**src/hw/rtl/tsxr_pkg.sv**
```systemverilog
// Package: widths, request codes, controller types and generator functions.
`timescale 1ns / 1ps
package tsxr_pkg;

    localparam int unsigned WORD_W   = 16;
    localparam int unsigned SEED_W   = 31;
    localparam int unsigned SCALE_W  = 17;
    localparam int unsigned THR_W    = 8;
    localparam int unsigned REQ_W    = 3;
    localparam int unsigned ROLL_W   = 7;
    localparam int unsigned M7_W     = 3;
    localparam int unsigned M23_W    = 5;
    localparam int unsigned CNT_W    = 5;
    localparam int unsigned PROD_W   = WORD_W + SCALE_W;
    localparam int unsigned MOD_A    = 7;
    localparam int unsigned MOD_B    = 23;
    localparam int unsigned ROLL_SPAN = 100;

    // Residue pipeline: 2^11 is one more than a multiple of 23, so 11-bit chunks fold.
    localparam int unsigned CH23_W     = 11;
    localparam int unsigned F7_W       = 7;
    localparam int unsigned G7_W       = 4;
    localparam int unsigned F23_W      = 13;
    localparam int unsigned G23_W      = 12;
    localparam int unsigned Q23_W      = 7;
    localparam int unsigned QPROD_W    = 24;
    localparam int unsigned RECIP_23   = 2850;
    localparam int unsigned RECIP_SH   = 16;
    localparam int unsigned RES_CYCLES = 4;

    typedef logic [REQ_W-1:0] t_req;

    // Request codes.
    localparam t_req REQ_RESEED = 3'd0;
    localparam t_req REQ_LOAD   = 3'd1;
    localparam t_req REQ_DRAW   = 3'd2;
    localparam t_req REQ_ROLL   = 3'd3;
    localparam t_req REQ_ROLL2  = 3'd4;

    typedef enum logic [2:0] {
        ST_IDLE,
        ST_RESIDUE,
        ST_SEED,
        ST_WARMUP,
        ST_STEP1,
        ST_STEP2,
        ST_MUL,
        ST_FINISH
    } t_state;

    // Commands from the controller to the datapath.
    typedef struct packed {
        logic capture;
        logic load_words;
        logic res_shift;
        logic seed_words;
        logic gen_step;
        logic warm_dec;
        logic mul_first;
        logic mul_second;
        logic out_load;
    } t_cmd;

    // Status from the datapath to the controller.
    typedef struct packed {
        t_req in_req;
        t_req req;
        logic warm_zero;
        logic out_free;
    } t_stat;

    // Table of starting words for a reseed.
    function automatic logic [WORD_W-1:0] seed_word(input logic [M7_W-1:0] idx);
        logic [WORD_W-1:0] w;
        unique case (idx)
            3'd0: w = 16'hA36E;
            3'd1: w = 16'h924E;
            3'd2: w = 16'hB784;
            3'd3: w = 16'h4F67;
            3'd4: w = 16'h8092;
            3'd5: w = 16'h592D;
            3'd6: w = 16'h8E70;
            3'd7: w = 16'hA794;
        endcase
        return w;
    endfunction

    // One generator step: ((w1 << 11) + (w0 >> 5)) xor (w2 << 1 | w1 top bit).
    function automatic logic [WORD_W-1:0] gen_next(
        input logic [WORD_W-1:0] w0,
        input logic [WORD_W-1:0] w1,
        input logic [WORD_W-1:0] w2
    );
        logic [WORD_W-1:0] t;
        logic [WORD_W-1:0] s;
        t = {w1[4:0], 11'b0} + {5'b0, w0[15:5]};
        s = {w2[14:0], w1[15]};
        return t ^ s;
    endfunction

endpackage

```
**src/hw/rtl/tsxr_ifs.sv**
```systemverilog
// Request and response channel interfaces of the shift-xor generator.
`timescale 1ns / 1ps
interface tsxr_req_if import tsxr_pkg::*; ();
    logic               valid;
    logic               ready;
    t_req               req_type;
    logic [SEED_W-1:0]  seed;
    logic [SCALE_W-1:0] range_max;
    logic [THR_W-1:0]   threshold;
    logic [WORD_W-1:0]  load_word0;
    logic [WORD_W-1:0]  load_word1;
    logic [WORD_W-1:0]  load_word2;

    modport source (output valid, req_type, seed, range_max, threshold,
                    load_word0, load_word1, load_word2, input ready);
    modport sink   (input valid, req_type, seed, range_max, threshold,
                    load_word0, load_word1, load_word2, output ready);
endinterface

interface tsxr_rsp_if import tsxr_pkg::*; ();
    logic              valid;
    logic              ready;
    logic [WORD_W-1:0] value;
    logic              hit;
    logic [WORD_W-1:0] state_word0;
    logic [WORD_W-1:0] state_word1;
    logic [WORD_W-1:0] state_word2;

    modport source (output valid, value, hit, state_word0, state_word1, state_word2,
                    input ready);
    modport sink   (input valid, value, hit, state_word0, state_word1, state_word2,
                    output ready);
endinterface

```
**src/hw/rtl/tsxr_datapath.sv**
```systemverilog
// Datapath: state words, seed residues, multiplier and output register.
`timescale 1ns / 1ps
module tsxr_datapath import tsxr_pkg::*; (
    input  logic           i_clk,
    input  logic           i_rst_n,
    input  t_cmd           i_cmd,
    output t_stat          o_stat,
    tsxr_req_if.sink       i_req,
    tsxr_rsp_if.source     o_rsp
);

    logic [WORD_W-1:0]  r_w0, r_w1, r_w2;
    logic [M23_W-1:0]   r_warm;
    logic               r_out_valid;

    t_req               r_req;
    logic [SEED_W-1:0]  r_seed;
    logic [SCALE_W-1:0] r_scale;
    logic [THR_W-1:0]   r_thr;
    logic [F7_W-1:0]    r_f7;
    logic [F23_W-1:0]   r_f23;
    logic [G7_W-1:0]    r_g7;
    logic [G23_W-1:0]   r_g23;
    logic [G23_W-1:0]   r_h23;
    logic [Q23_W-1:0]   r_q23;
    logic [M7_W-1:0]    r_m7;
    logic [M23_W-1:0]   r_m23;
    logic [WORD_W-1:0]  r_va;
    logic [ROLL_W-1:0]  r_vb;
    logic [WORD_W-1:0]  r_out_value;
    logic               r_out_hit;
    logic [WORD_W-1:0]  r_out_w0, r_out_w1, r_out_w2;

    logic [WORD_W-1:0]  w_rn;
    logic [F7_W-1:0]    w_f7;
    logic [F23_W-1:0]   w_f23;
    logic [G7_W-1:0]    w_g7;
    logic [G23_W-1:0]   w_g23;
    logic [QPROD_W-1:0] w_qprod;
    logic [Q23_W-1:0]   w_q23;
    logic [M7_W-1:0]    w_m7;
    logic [M23_W-1:0]   w_m23;
    logic [SCALE_W-1:0] w_mult;
    logic [PROD_W-1:0]  w_prod;
    logic [WORD_W-1:0]  w_sat;
    logic [ROLL_W:0]    w_sum;
    logic [WORD_W-1:0]  w_value;
    logic               w_hit;

    // Next generator number from the current words.
    assign w_rn = gen_next(r_w0, r_w1, r_w2);

    // Seed residues through a register pipeline. Eight leaves one against 7 and 2^11 leaves
    // one against 23, so chunk sums fold the seed down; a reciprocal multiply then
    // finds the quotient by 23 and a subtraction leaves the remainder.
    always_comb begin
        w_f7 = '0;
        for (int k = 0; k < SEED_W / M7_W; k++) begin
            w_f7 = w_f7 + F7_W'(r_seed[M7_W*k +: M7_W]);
        end
        w_f7 = w_f7 + F7_W'(r_seed[SEED_W-1]);
    end

    assign w_f23 = F23_W'(r_seed[CH23_W-1:0]) + F23_W'(r_seed[2*CH23_W-1:CH23_W])
                 + F23_W'(r_seed[SEED_W-1:2*CH23_W]);

    assign w_g7  = G7_W'(r_f7[M7_W-1:0]) + G7_W'(r_f7[2*M7_W-1:M7_W])
                 + G7_W'(r_f7[F7_W-1]);
    assign w_g23 = G23_W'(r_f23[CH23_W-1:0]) + G23_W'(r_f23[F23_W-1:CH23_W]);

    assign w_m7  = (r_g7 >= G7_W'(2*MOD_A)) ? M7_W'(r_g7 - G7_W'(2*MOD_A))
                 : (r_g7 >= G7_W'(MOD_A))   ? M7_W'(r_g7 - G7_W'(MOD_A))
                                            : r_g7[M7_W-1:0];
    assign w_qprod = QPROD_W'(r_g23) * QPROD_W'(RECIP_23);
    assign w_q23   = w_qprod[RECIP_SH +: Q23_W];
    assign w_m23   = M23_W'(r_h23 - G23_W'(r_q23) * G23_W'(MOD_B));

    // Shared multiplier: scale for a draw, the roll span otherwise.
    assign w_mult = (r_req == REQ_DRAW) ? r_scale : SCALE_W'(ROLL_SPAN);
    assign w_prod = PROD_W'(r_w0) * PROD_W'(w_mult);
    assign w_sat  = w_prod[PROD_W-1] ? {WORD_W{1'b1}} : w_prod[2*WORD_W-1:WORD_W];

    // Result value and hit flag per request type.
    assign w_sum = {1'b0, r_va[ROLL_W-1:0]} + {1'b0, r_vb};

    always_comb begin
        w_value = '0;
        w_hit   = 1'b0;
        unique case (r_req)
            REQ_DRAW: begin
                w_value = r_va;
            end
            REQ_ROLL: begin
                w_value = r_va;
                w_hit   = (WORD_W'(r_thr) > r_va);
            end
            REQ_ROLL2: begin
                w_value = WORD_W'(w_sum[ROLL_W:1]);
                w_hit   = (WORD_W'(r_thr) > WORD_W'(w_sum[ROLL_W:1]));
            end
            default: begin
                w_value = '0;
                w_hit   = 1'b0;
            end
        endcase
    end

    // State words, warm-up count and output valid.
    always_ff @(posedge i_clk) begin
        if (!i_rst_n) begin
            r_w0        <= '0;
            r_w1        <= '0;
            r_w2        <= '0;
            r_warm      <= '0;
            r_out_valid <= 1'b0;
        end else begin
            if (i_cmd.load_words) begin
                r_w0 <= i_req.load_word0;
                r_w1 <= i_req.load_word1;
                r_w2 <= i_req.load_word2;
            end else if (i_cmd.seed_words) begin
                r_w0 <= seed_word(r_m7);
                r_w1 <= seed_word(r_m7 + 3'd1);
                r_w2 <= seed_word(r_m7 + 3'd2);
            end else if (i_cmd.gen_step) begin
                r_w0 <= w_rn;
                r_w1 <= r_w0;
                r_w2 <= r_w1;
            end
            if (i_cmd.seed_words) begin
                r_warm <= r_m23;
            end else if (i_cmd.warm_dec) begin
                r_warm <= r_warm - 1'b1;
            end
            if (i_cmd.out_load) begin
                r_out_valid <= 1'b1;
            end else if (o_rsp.ready) begin
                r_out_valid <= 1'b0;
            end
        end
    end

    // Captured request fields, residues, roll values and output payload.
    always_ff @(posedge i_clk) begin
        if (i_cmd.capture) begin
            r_req   <= i_req.req_type;
            r_seed  <= i_req.seed;
            r_scale <= i_req.range_max;
            r_thr   <= i_req.threshold;
        end else if (i_cmd.res_shift) begin
            r_f7    <= w_f7;
            r_f23   <= w_f23;
            r_g7    <= w_g7;
            r_g23   <= w_g23;
            r_h23   <= r_g23;
            r_q23   <= w_q23;
            r_m7    <= w_m7;
            r_m23   <= w_m23;
        end
        if (i_cmd.mul_first) begin
            r_va <= w_sat;
        end
        if (i_cmd.mul_second) begin
            r_vb <= w_prod[WORD_W+ROLL_W-1:WORD_W];
        end
        if (i_cmd.out_load) begin
            r_out_value <= w_value;
            r_out_hit   <= w_hit;
            r_out_w0    <= r_w0;
            r_out_w1    <= r_w1;
            r_out_w2    <= r_w2;
        end
    end

    assign o_stat.in_req    = i_req.req_type;
    assign o_stat.req       = r_req;
    assign o_stat.warm_zero = (r_warm == '0);
    assign o_stat.out_free  = !r_out_valid || o_rsp.ready;

    assign o_rsp.valid       = r_out_valid;
    assign o_rsp.value       = r_out_value;
    assign o_rsp.hit         = r_out_hit;
    assign o_rsp.state_word0 = r_out_w0;
    assign o_rsp.state_word1 = r_out_w1;
    assign o_rsp.state_word2 = r_out_w2;

endmodule

```
**src/hw/rtl/tsxr_ctrl.sv**
```systemverilog
// Controller: sequences residue, warm-up, generator and multiply steps.
`timescale 1ns / 1ps
module tsxr_ctrl import tsxr_pkg::*; (
    input  logic  i_clk,
    input  logic  i_rst_n,
    input  logic  i_req_valid,
    output logic  o_req_ready,
    input  t_stat i_stat,
    output t_cmd  o_cmd
);

    t_state           r_state, n_state;
    logic [CNT_W-1:0] r_cnt, n_cnt;

    // State and residue cycle counter.
    always_ff @(posedge i_clk) begin
        if (!i_rst_n) begin
            r_state <= ST_IDLE;
            r_cnt   <= '0;
        end else begin
            r_state <= n_state;
            r_cnt   <= n_cnt;
        end
    end

    // Next state and commands.
    always_comb begin
        n_state     = r_state;
        n_cnt       = r_cnt;
        o_cmd       = '0;
        o_req_ready = 1'b0;
        unique case (r_state)
            ST_IDLE: begin
                o_req_ready = 1'b1;
                if (i_req_valid) begin
                    o_cmd.capture    = 1'b1;
                    o_cmd.load_words = (i_stat.in_req == REQ_LOAD);
                    n_cnt            = '0;
                    unique case (i_stat.in_req)
                        REQ_RESEED: n_state = ST_RESIDUE;
                        REQ_DRAW:   n_state = ST_STEP1;
                        REQ_ROLL:   n_state = ST_STEP1;
                        REQ_ROLL2:  n_state = ST_STEP1;
                        default:    n_state = ST_FINISH;
                    endcase
                end
            end
            ST_RESIDUE: begin
                o_cmd.res_shift = 1'b1;
                n_cnt           = r_cnt + 1'b1;
                if (r_cnt == CNT_W'(RES_CYCLES - 1)) begin
                    n_state = ST_SEED;
                end
            end
            ST_SEED: begin
                o_cmd.seed_words = 1'b1;
                n_state          = ST_WARMUP;
            end
            ST_WARMUP: begin
                if (i_stat.warm_zero) begin
                    n_state = ST_FINISH;
                end else begin
                    o_cmd.gen_step = 1'b1;
                    o_cmd.warm_dec = 1'b1;
                end
            end
            ST_STEP1: begin
                o_cmd.gen_step = 1'b1;
                n_state        = (i_stat.req == REQ_ROLL2) ? ST_STEP2 : ST_MUL;
            end
            ST_STEP2: begin
                // First roll is scaled while the second number is generated.
                o_cmd.gen_step  = 1'b1;
                o_cmd.mul_first = 1'b1;
                n_state         = ST_MUL;
            end
            ST_MUL: begin
                if (i_stat.req == REQ_ROLL2) begin
                    o_cmd.mul_second = 1'b1;
                end else begin
                    o_cmd.mul_first = 1'b1;
                end
                n_state = ST_FINISH;
            end
            ST_FINISH: begin
                if (i_stat.out_free) begin
                    o_cmd.out_load = 1'b1;
                    n_state        = ST_IDLE;
                end
            end
            default: begin
                n_state = ST_IDLE;
            end
        endcase
    end

endmodule

```
**src/hw/rtl/three_word_shift_xor_rng.sv**
```systemverilog
// From request beat to result valid: a load or unknown type goes straight to the output load,
// a draw or single roll generates and scales one number, a double roll two, and a reseed runs
// the residue steps, one word load, one warm-up step per cycle for seed mod 23 steps, one exit
// check and the output load. One request is served at a time and the next is taken once its
// result is registered. A finished result waits in the output register while the next is taken.
// Synchronous active-low reset clears the words to zero and empties the output.
`timescale 1ns / 1ps
module three_word_shift_xor_rng import tsxr_pkg::*; (
    input  logic       i_clk,
    input  logic       i_rst_n,
    tsxr_req_if.sink   i_req,
    tsxr_rsp_if.source o_rsp
);

    t_cmd  w_cmd;
    t_stat w_stat;
    logic  w_ready;

    assign i_req.ready = w_ready;

    // Sequencer.
    tsxr_ctrl u_ctrl (
        .i_clk       (i_clk),
        .i_rst_n     (i_rst_n),
        .i_req_valid (i_req.valid),
        .o_req_ready (w_ready),
        .i_stat      (w_stat),
        .o_cmd       (w_cmd)
    );

    // Generator words and arithmetic.
    tsxr_datapath u_datapath (
        .i_clk   (i_clk),
        .i_rst_n (i_rst_n),
        .i_cmd   (w_cmd),
        .o_stat  (w_stat),
        .i_req   (i_req),
        .o_rsp   (o_rsp)
    );

endmodule

```
**src/flat_wrapper.sv**
```systemverilog
// flat-port wrapper written by rule: the top's interface ports become plain ports
module three_word_shift_xor_rng_flat import tsxr_pkg::*;
  (i_clk, i_rst_n, i_req_valid, i_req_req_type, i_req_seed, i_req_range_max, i_req_threshold, i_req_load_word0, i_req_load_word1, i_req_load_word2, i_req_ready, o_rsp_valid, o_rsp_value, o_rsp_hit, o_rsp_state_word0, o_rsp_state_word1, o_rsp_state_word2, o_rsp_ready);
  tsxr_req_if i_req_i ();
  tsxr_rsp_if o_rsp_i ();
  input  logic i_clk;
  input  logic i_rst_n;
  input wire logic [$bits(i_req_i.valid)-1:0] i_req_valid;
  input wire logic [$bits(i_req_i.req_type)-1:0] i_req_req_type;
  input wire logic [$bits(i_req_i.seed)-1:0] i_req_seed;
  input wire logic [$bits(i_req_i.range_max)-1:0] i_req_range_max;
  input wire logic [$bits(i_req_i.threshold)-1:0] i_req_threshold;
  input wire logic [$bits(i_req_i.load_word0)-1:0] i_req_load_word0;
  input wire logic [$bits(i_req_i.load_word1)-1:0] i_req_load_word1;
  input wire logic [$bits(i_req_i.load_word2)-1:0] i_req_load_word2;
  output wire logic [$bits(i_req_i.ready)-1:0] i_req_ready;
  output wire logic [$bits(o_rsp_i.valid)-1:0] o_rsp_valid;
  output wire logic [$bits(o_rsp_i.value)-1:0] o_rsp_value;
  output wire logic [$bits(o_rsp_i.hit)-1:0] o_rsp_hit;
  output wire logic [$bits(o_rsp_i.state_word0)-1:0] o_rsp_state_word0;
  output wire logic [$bits(o_rsp_i.state_word1)-1:0] o_rsp_state_word1;
  output wire logic [$bits(o_rsp_i.state_word2)-1:0] o_rsp_state_word2;
  input wire logic [$bits(o_rsp_i.ready)-1:0] o_rsp_ready;
  assign i_req_i.valid = i_req_valid;
  assign i_req_i.req_type = i_req_req_type;
  assign i_req_i.seed = i_req_seed;
  assign i_req_i.range_max = i_req_range_max;
  assign i_req_i.threshold = i_req_threshold;
  assign i_req_i.load_word0 = i_req_load_word0;
  assign i_req_i.load_word1 = i_req_load_word1;
  assign i_req_i.load_word2 = i_req_load_word2;
  assign i_req_ready = i_req_i.ready;
  assign o_rsp_valid = o_rsp_i.valid;
  assign o_rsp_value = o_rsp_i.value;
  assign o_rsp_hit = o_rsp_i.hit;
  assign o_rsp_state_word0 = o_rsp_i.state_word0;
  assign o_rsp_state_word1 = o_rsp_i.state_word1;
  assign o_rsp_state_word2 = o_rsp_i.state_word2;
  assign o_rsp_i.ready = o_rsp_ready;
  three_word_shift_xor_rng u_core (.i_clk(i_clk), .i_rst_n(i_rst_n), .i_req(i_req_i), .o_rsp(o_rsp_i));
endmodule
```
**config.mk**
```make
export PLATFORM = sky130hd
export DESIGN_NAME = three_word_shift_xor_rng_flat
export DESIGN_NICKNAME = d
export VERILOG_FILES = /design/src/hw/rtl/tsxr_pkg.sv /design/src/hw/rtl/tsxr_ifs.sv /design/src/hw/rtl/tsxr_datapath.sv /design/src/hw/rtl/tsxr_ctrl.sv /design/src/hw/rtl/three_word_shift_xor_rng.sv /design/src/flat_wrapper.sv
export SDC_FILE = /design/constraint.sdc
export NUM_CORES = 1
export LEC_CHECK = 0
export ABC_AREA = 1
export ABC_CLOCK_PERIOD_IN_PS = 7960
export BUFFER_PORTS_ARGS = -buffer_cell sky130_fd_sc_hd__buf_2
export CORE_UTILIZATION = 29
export CTS_CLUSTER_DIAMETER = 200
export DETAILED_ROUTE_END_ITERATION = 7
export PLACE_DENSITY_LB_ADDON = 0.3
export SETUP_SLACK_MARGIN = 0.3
export SYNTH_ARGS = -nofsm -noshare
export SYNTH_HDL_FRONTEND = slang
export SYNTH_SLANG_ARGS = --single-unit
```
**constraint.sdc**
```tcl
create_clock -name i_clk -period 7.96 [get_ports i_clk]
set_input_delay 1.194 -clock i_clk [delete_from_list [all_inputs] [get_ports i_clk]]
set_output_delay 1.194 -clock i_clk [all_outputs]
set_load 0.005 [all_outputs]
```
-- Word-level counts from Yosys, hierarchy flattened
Memories as Yosys holds them, arrays and structs flattened. A register that Yosys moved wholly into a read port is not among the register bits.
Index checks and enable logic that the tools add are counted.
- bits in registers: 265
- memory bits (read-only): 384
- input port bits: 111
- logic and storage cells: 138
- memories: 3
- memories (memory ; words ; width ; rd ports ; clocked after Yosys merged registers in ; wr ports ; line ; text):
    (no name shown) ; 8 ; 16 ; 1 ; 1 ; 0 ; tsxr_pkg.sv:75 ; unique case (idx)
    (no name shown) ; 8 ; 16 ; 1 ; 0 ; 0 ; tsxr_pkg.sv:75 ;
    (no name shown) ; 8 ; 16 ; 1 ; 0 ; 0 ; tsxr_pkg.sv:75 ;
- add/subtract/negate cells: 24
- multiply operators: 3
- order comparisons: 4
- equal/unequal tests: 19
- mux-type cells: 42
- bitwise gates (word level): 2
- reductions and logical operators: 15
- operator list (kind ; number):
    16-bit two-way mux ; 9
    7-bit by 3-bit adder with 7-bit output ; 5
    16-bit by 17-bit multiplier with 33-bit output ; 1
    16-bit one-hot mux with 2 select lines ; 1
    3-bit one-hot mux with 8 select lines ; 1
    12-bit by 11-bit multiplier with 22-bit output, second input constant ; 1
    3-bit two-way mux ; 7
    3-bit by 2-bit == test with 1-bit output, second input constant ; 6
    3-bit == test, second input constant ; 6
    17-bit two-way mux ; 1
    16-bit by 11-bit adder with 16-bit output ; 1
    8-bit by 16-bit > comparator with 1-bit output ; 1
    16-bit bitwise XOR ; 1
    5-bit two-way mux ; 3
    12-bit by 9-bit adder with 13-bit output ; 1
    11-bit by 11-bit adder with 12-bit output ; 1
    11-bit by 2-bit adder with 12-bit output ; 1
    1-bit two-way mux ; 11
    5-bit one-hot mux with 2 select lines ; 1
    3-bit by 3-bit adder with 4-bit output ; 2
    7-bit by 7-bit adder with 8-bit output ; 1
    8-bit by 7-bit > comparator with 1-bit output ; 1
    2-bit two-way mux ; 4
    2-bit != test, second input constant ; 4
    other kinds (29) ; 38

-- Logic depth before layout (Yosys ltp)
Gate-level depths: netlist of run 1.
- depth after elaboration: 10
- depth in mapped cells: 33

-- Least setup slack after synthesis of run 1
OpenSTA, ideal clock, no wires.
- path kind: input -> register
- from: in o_rsp_ready
- to: reg u_core.u_datapath.r_out_hit (netlist: u_core.u_datapath.o_rsp.hit), enable pin
- library setup time: 0.568 ns
- arrival time: 5.658 ns
- required time: 7.392 ns
- path slack: 1.734 ns
- cell stages on the path: 2
- path through: nor2_1 -> nor3_1
- RTL lines (element ; line ; text):
    start, declared ; flat_wrapper.sv:23 ; input wire logic [$bits(o_rsp_i.ready)-1:0] o_rsp_ready;
    end signal, assigned ; tsxr_datapath.sv:168 ; r_out_hit <= w_hit;
    end, declared ; tsxr_datapath.sv:31 ; logic r_out_hit;

-- Worst setup path after layout of run 1
- from: reg u_core.u_datapath.r_req[2]
- to: reg u_core.u_datapath.r_va[8], data pin
- cells in the longest elaborated chain, start to end: 3
- ends and longest elaborated chain (element ; line ; text):
    start, declared ; tsxr_datapath.sv:16 ; t_req r_req;
    start signal, assigned ; tsxr_datapath.sv:146 ; r_req <= i_req.req_type;
    3-bit by 2-bit == test with 1-bit output ; tsxr_datapath.sv:79 ; assign w_mult = (r_req == REQ_DRAW) ? r_scale : SCALE_W'(ROLL_SPAN);
    17-bit two-way mux ; tsxr_datapath.sv:79 ;
    16-bit by 17-bit multiplier with 33-bit output ; tsxr_datapath.sv:80 ; assign w_prod = PROD_W'(r_w0) * PROD_W'(w_mult);
    end signal, assigned ; tsxr_datapath.sv:161 ; r_va <= w_sat;
    end, declared ; tsxr_datapath.sv:28 ; logic [WORD_W-1:0] r_va;
No other way between the ends.
A chain may end at the register's enable or synchronous reset.

==> results.yml, run 1 <==
cells_and_area:
  fin_nets: 3405
  antennaDiodeCount: 0
  layout-drive-gt1-share_pct: 10.5
  finalInstanceArea_sq_um: 27300
  fillCellCount: 8620
  syn2layout_area_growth_pct: 13.0
  postLayoutCoreUtil_pct: 33.2
  layout_commonest_cell: "inv_1"
  final_cell_mix: "inv_1 (509), nand2_1 (468), fa_1 (266)"
power_and_ir_drop:
  clock_power_share_pct: 12.4
  vdd_drop_max_uv: 582
  p_leak_nw: 12.6
  pwr-share-comb_pct: 64.8
  pwr_density_cell_nw_per_um2: 445
  pwr-share-seq_pct: 22.8
  p_sw_share_pct: 48.8
  p_switching_mw: 5.93
  p_int_mw: 6.23
  power_mw: 12.2
timing:
  setup_viol: 0
  tightest_slew_ps: 1070
  min_period_ps: 7030
  drv_slew: 0
  relSlewSlack_pct: 27.8
  hold_violations: 0
  fmax_mhz: 142
  setup-tns-final_ps: 0
  fin_skew_ps: 35.6
  rsz0062_at_grt: "false"
  fin_crit_sh_pct: 88.4
  holdWs_ps: 448
critical_path:
  crit_slowest_cell: "fa_1"
  critPathBufInv: 7
  worstPathArrival_ps: 7300
  cp-start-kind: "flop"
  crit_family: "adder cells"
  setup.worst_path.start: "u_core.u_datapath.r_req[2]"
  crit_type: "flop to flop"
  rrSetupSlack_ps: 930
  worstSetupEndpointType: "flop"
  r2r_start: "u_core.u_datapath.r_req[2]"
  path_max_fanout: 16
  slowest_delay_ps: 580
  cp.required_ps: 8230
yosys:
  yosys.area.top_type: "edfxtp_1"
  syn_inst: 2633
  synth_warnings: 0
  synth.yosys.seq_area_share_pct: 31.4
  ys_top_cells_by_area: "edfxtp_1 (25%), fa_1 (22%), ha_1 (12%)"
  ys_types: 51
  synth_xor_area_share_pct: 2.75
  synth_top_family_by_area: "adder cells"
  synth-edff-count: 201
  syn-cell-area_sq_um: 24200
  synth_mux_area_share_pct: 0
  synth-compound-area-share_pct: 8.34
  async_flop_share_pct: 0
  ys_seq_elements: 278
  syn_area_per_cell_sq_um: 9.18
  yosysTopAreaCellShare_pct: 25.0
  synth_fa_ha_area_share_pct: 33.9
  yosys.area_share.simple_pct: 14.1
  synth-main-ff-cell: "edfxtp_1"
  synth_nets: 3239
placement:
  place_area_sq_um: 26300
  gp_congestion: 0.925
  io_buffers: 177
  dp_hpwl_um: 57000
clock_network:
  cts_sinks: 278
  cts_buffer_depth: 3
  clock_latency_ps: 560
  cts-root-buf: "clkbuf_16"
  cts.clk_slew.worst_paths_ps: 60
  cts_tree: "done"
  ctsHoldBuffers: 0
  numCtsBuffers: 34
  htree_levels: 2
  cts_resized: 0
  post_cts_buffers: 0
floorplanning:
  pin_count: 178
  fp.dieArea_sq_um: 84500
  die_w_um: 291
  start_util_pct: 29.4
  row_count: 105
  die_h_um: 291
  fp.coreArea_sq_um: 82200
grt:
  antenna_found_initial: 7
  grt_pass1_wl_um: 109000
  track_usage_pct: 17.0
  grt-ovfl-total: 0
  grt_pass1_vias: 18056
  grt_max_degree: 93
detailed_routing:
  drtAntennaViolNets: 0
  via_count: 18122
  initialDrtViolationCount: 1146
  remaining_drc_errors: 0
  wl_um: 71300
  viasPerCell: 4.66
  dr.pass1.iters: 5
  wl_per_cell_um: 18.3
outcome:
  status: "finished clean"
min_path:
  min_path_type: "flop to flop"
  hp-start: "u_core.u_datapath.r_w2[15]"
job:
  drv_cap: 0
registers in the layout, summed over array words and instances (netlist names), 7 cells and up, named ones only:
name and cells:
u_core.u_datapath.r_scale 17, u_core.u_datapath.r_w0 16, u_core.u_datapath.r_va 16, u_core.u_datapath.o_rsp.value 16, u_core.u_datapath.r_thr 8, u_core.u_datapath.r_w2 16
u_core.u_datapath.o_rsp.state_word0 16, u_core.u_datapath.o_rsp.state_word2 16, u_core.u_datapath.r_seed 31, u_core.u_datapath.o_rsp.state_word1 16, u_core.u_datapath.r_vb 7, u_core.u_datapath.r_w1 16
u_core.u_datapath.r_f23 13, u_core.u_datapath.r_f7 7, u_core.u_datapath.r_g23 12
power by group through the flow:
stage / logic, mW / clock network (mW) / registers [mW]
global placement: 7.92 / 0 / 2.81
finish: 7.88 / 1.50 / 2.78
global route: 9.16 / 1.60 / 2.83
CTS: 8.00 / 1.55 / 2.78
floorplan: 6.09 / 0 / 2.62
detailed placement: 7.95 / 0 / 2.81
cells in the mapped netlist, types with 5 or more instances:
cell and instances:
o21ai_0 114, clkbuf_1 48, nand2_2 11, a21oi_1 119
ha_1 229, a31oi_1 36, a211oi_1 5, nand3_2 7
nand4_1 10, clkinv_1 6, a21boi_0 7, or2_2 5
buf_6 5, nand3_1 53, o211ai_1 9, nor3_1 27
fa_1 266, dfxtp_1 77, xnor2_1 39, o21ai_1 32
edfxtp_1 201, a21o_1 5, xor2_1 37, buf_2 16
inv_2 7, o22ai_1 11, o21a_1 5, o21bai_1 5
nand2_1 468, inv_1 509, nor2_1 226, o31ai_1 6
worst paths after layout:
| check | endpoint | cells after the start |
|---|---|---|
| worst max register to register | u_core.u_datapath.r_va[8] | 26 |
| worst max-delay path | u_core.u_datapath.r_va[8] | 26 |
| worst min register to register | u_core.u_datapath.o_rsp.state_word2[15] | 0 |
| worst min-delay path | u_core.u_datapath.o_rsp.state_word2[15] | 0 |
cell families (layout without fill, tap and decap cells):
group                    count (synthesis)  count (layout)
adder cells (fa/ha/maj)                495             495
AO/OA/AOI/OAI                          363             363
AND/OR/NAND/NOR                        826             826
buffers and inverters                  595             782
XOR/XNOR                                76              76
flip-flops                             278             278
through the flow:
step | cells | worst slack, ps
CTS | 3890 | 889
detailed placement | 3833 | 903
global route | 3890 | 467
floorplan | 2633 | 1730
global placement | 3833 | 973
finish | 3890 | 925
cell type report:
cell class / instances / area [sq um] / share of cell area, %
clock buffers: 42 / 922 / 3.38
clock inverters: 15 / 129 / 0.472
inverters: 522 / 1960 / 7.18
multi-input cells: 1760 / 14300 / 52.4
flip-flops and latches: 278 / 7580 / 27.7
well taps: 1070 / 1340 / 4.90
repair buffers: 203 / 1080 / 3.96
layer usage:
layer,track usage (%),wire length (um),vias up
met5,0,21,-
met2,27.4,33400,484
met3,2.82,4260,91
met1,23.4,31900,8841
li1,-,-,8702
met4,4.53,1620,4
Power figures use the tool's default switching activity.
==> inputs of run 2 (changes only) <==
Settings changed: ABC_CLOCK_PERIOD_IN_PS 7960 to default, CORE_UTILIZATION 29 to default, PLACE_DENSITY_LB_ADDON 0.3 to default, SYNTH_HIERARCHICAL from default to 1.
==> results.yml, run 2 <==
yosys:
  synth-main-ff-cell: "edfxtp_1"
  ys_cells: 2663
  ys_types: 52
  yosysMostFrequentCell: "inv_1"
  synthTopCellsByCount: "inv_1 (563), nand2_1 (448), fa_1 (266)"
  yosysTopAreaCellShare_pct: 24.9
  async_flop_share_pct: 0
  ys_top_cells_by_area: "edfxtp_1 (25%), fa_1 (22%), ha_1 (12%)"
  synth.yosys.seq_area_share_pct: 31.2
  ys_area_sq_um: 24300
  ys_seq_elements: 278
  synth_warnings: 0
  synth-edff-count: 201
  yosys.area.top_type: "edfxtp_1"
outcome:
  status: "stopped before the end"
  error: "ERROR: Found 1 problems in 'check -assert'."
  stop_stage: "synthesis (1_2_yosys)"
[run 2: cell count changes after synthesis, moves of 20 or more]
cell,delta
inv_1,+54
o21ai_1,-30
nor2_1,+26
o21ai_0,-25
a31oi_1,-22
a221oi_1,+20
nand2_1,-20
[run 2: logic make-up after synthesis]
family	share of synthesized area, %
simple gates	13.8
other cells	0.0155
compound gates	8.17
flops	31.2
xor+xnor	2.74
buf+inv	10.3
fa+ha+maj	33.7
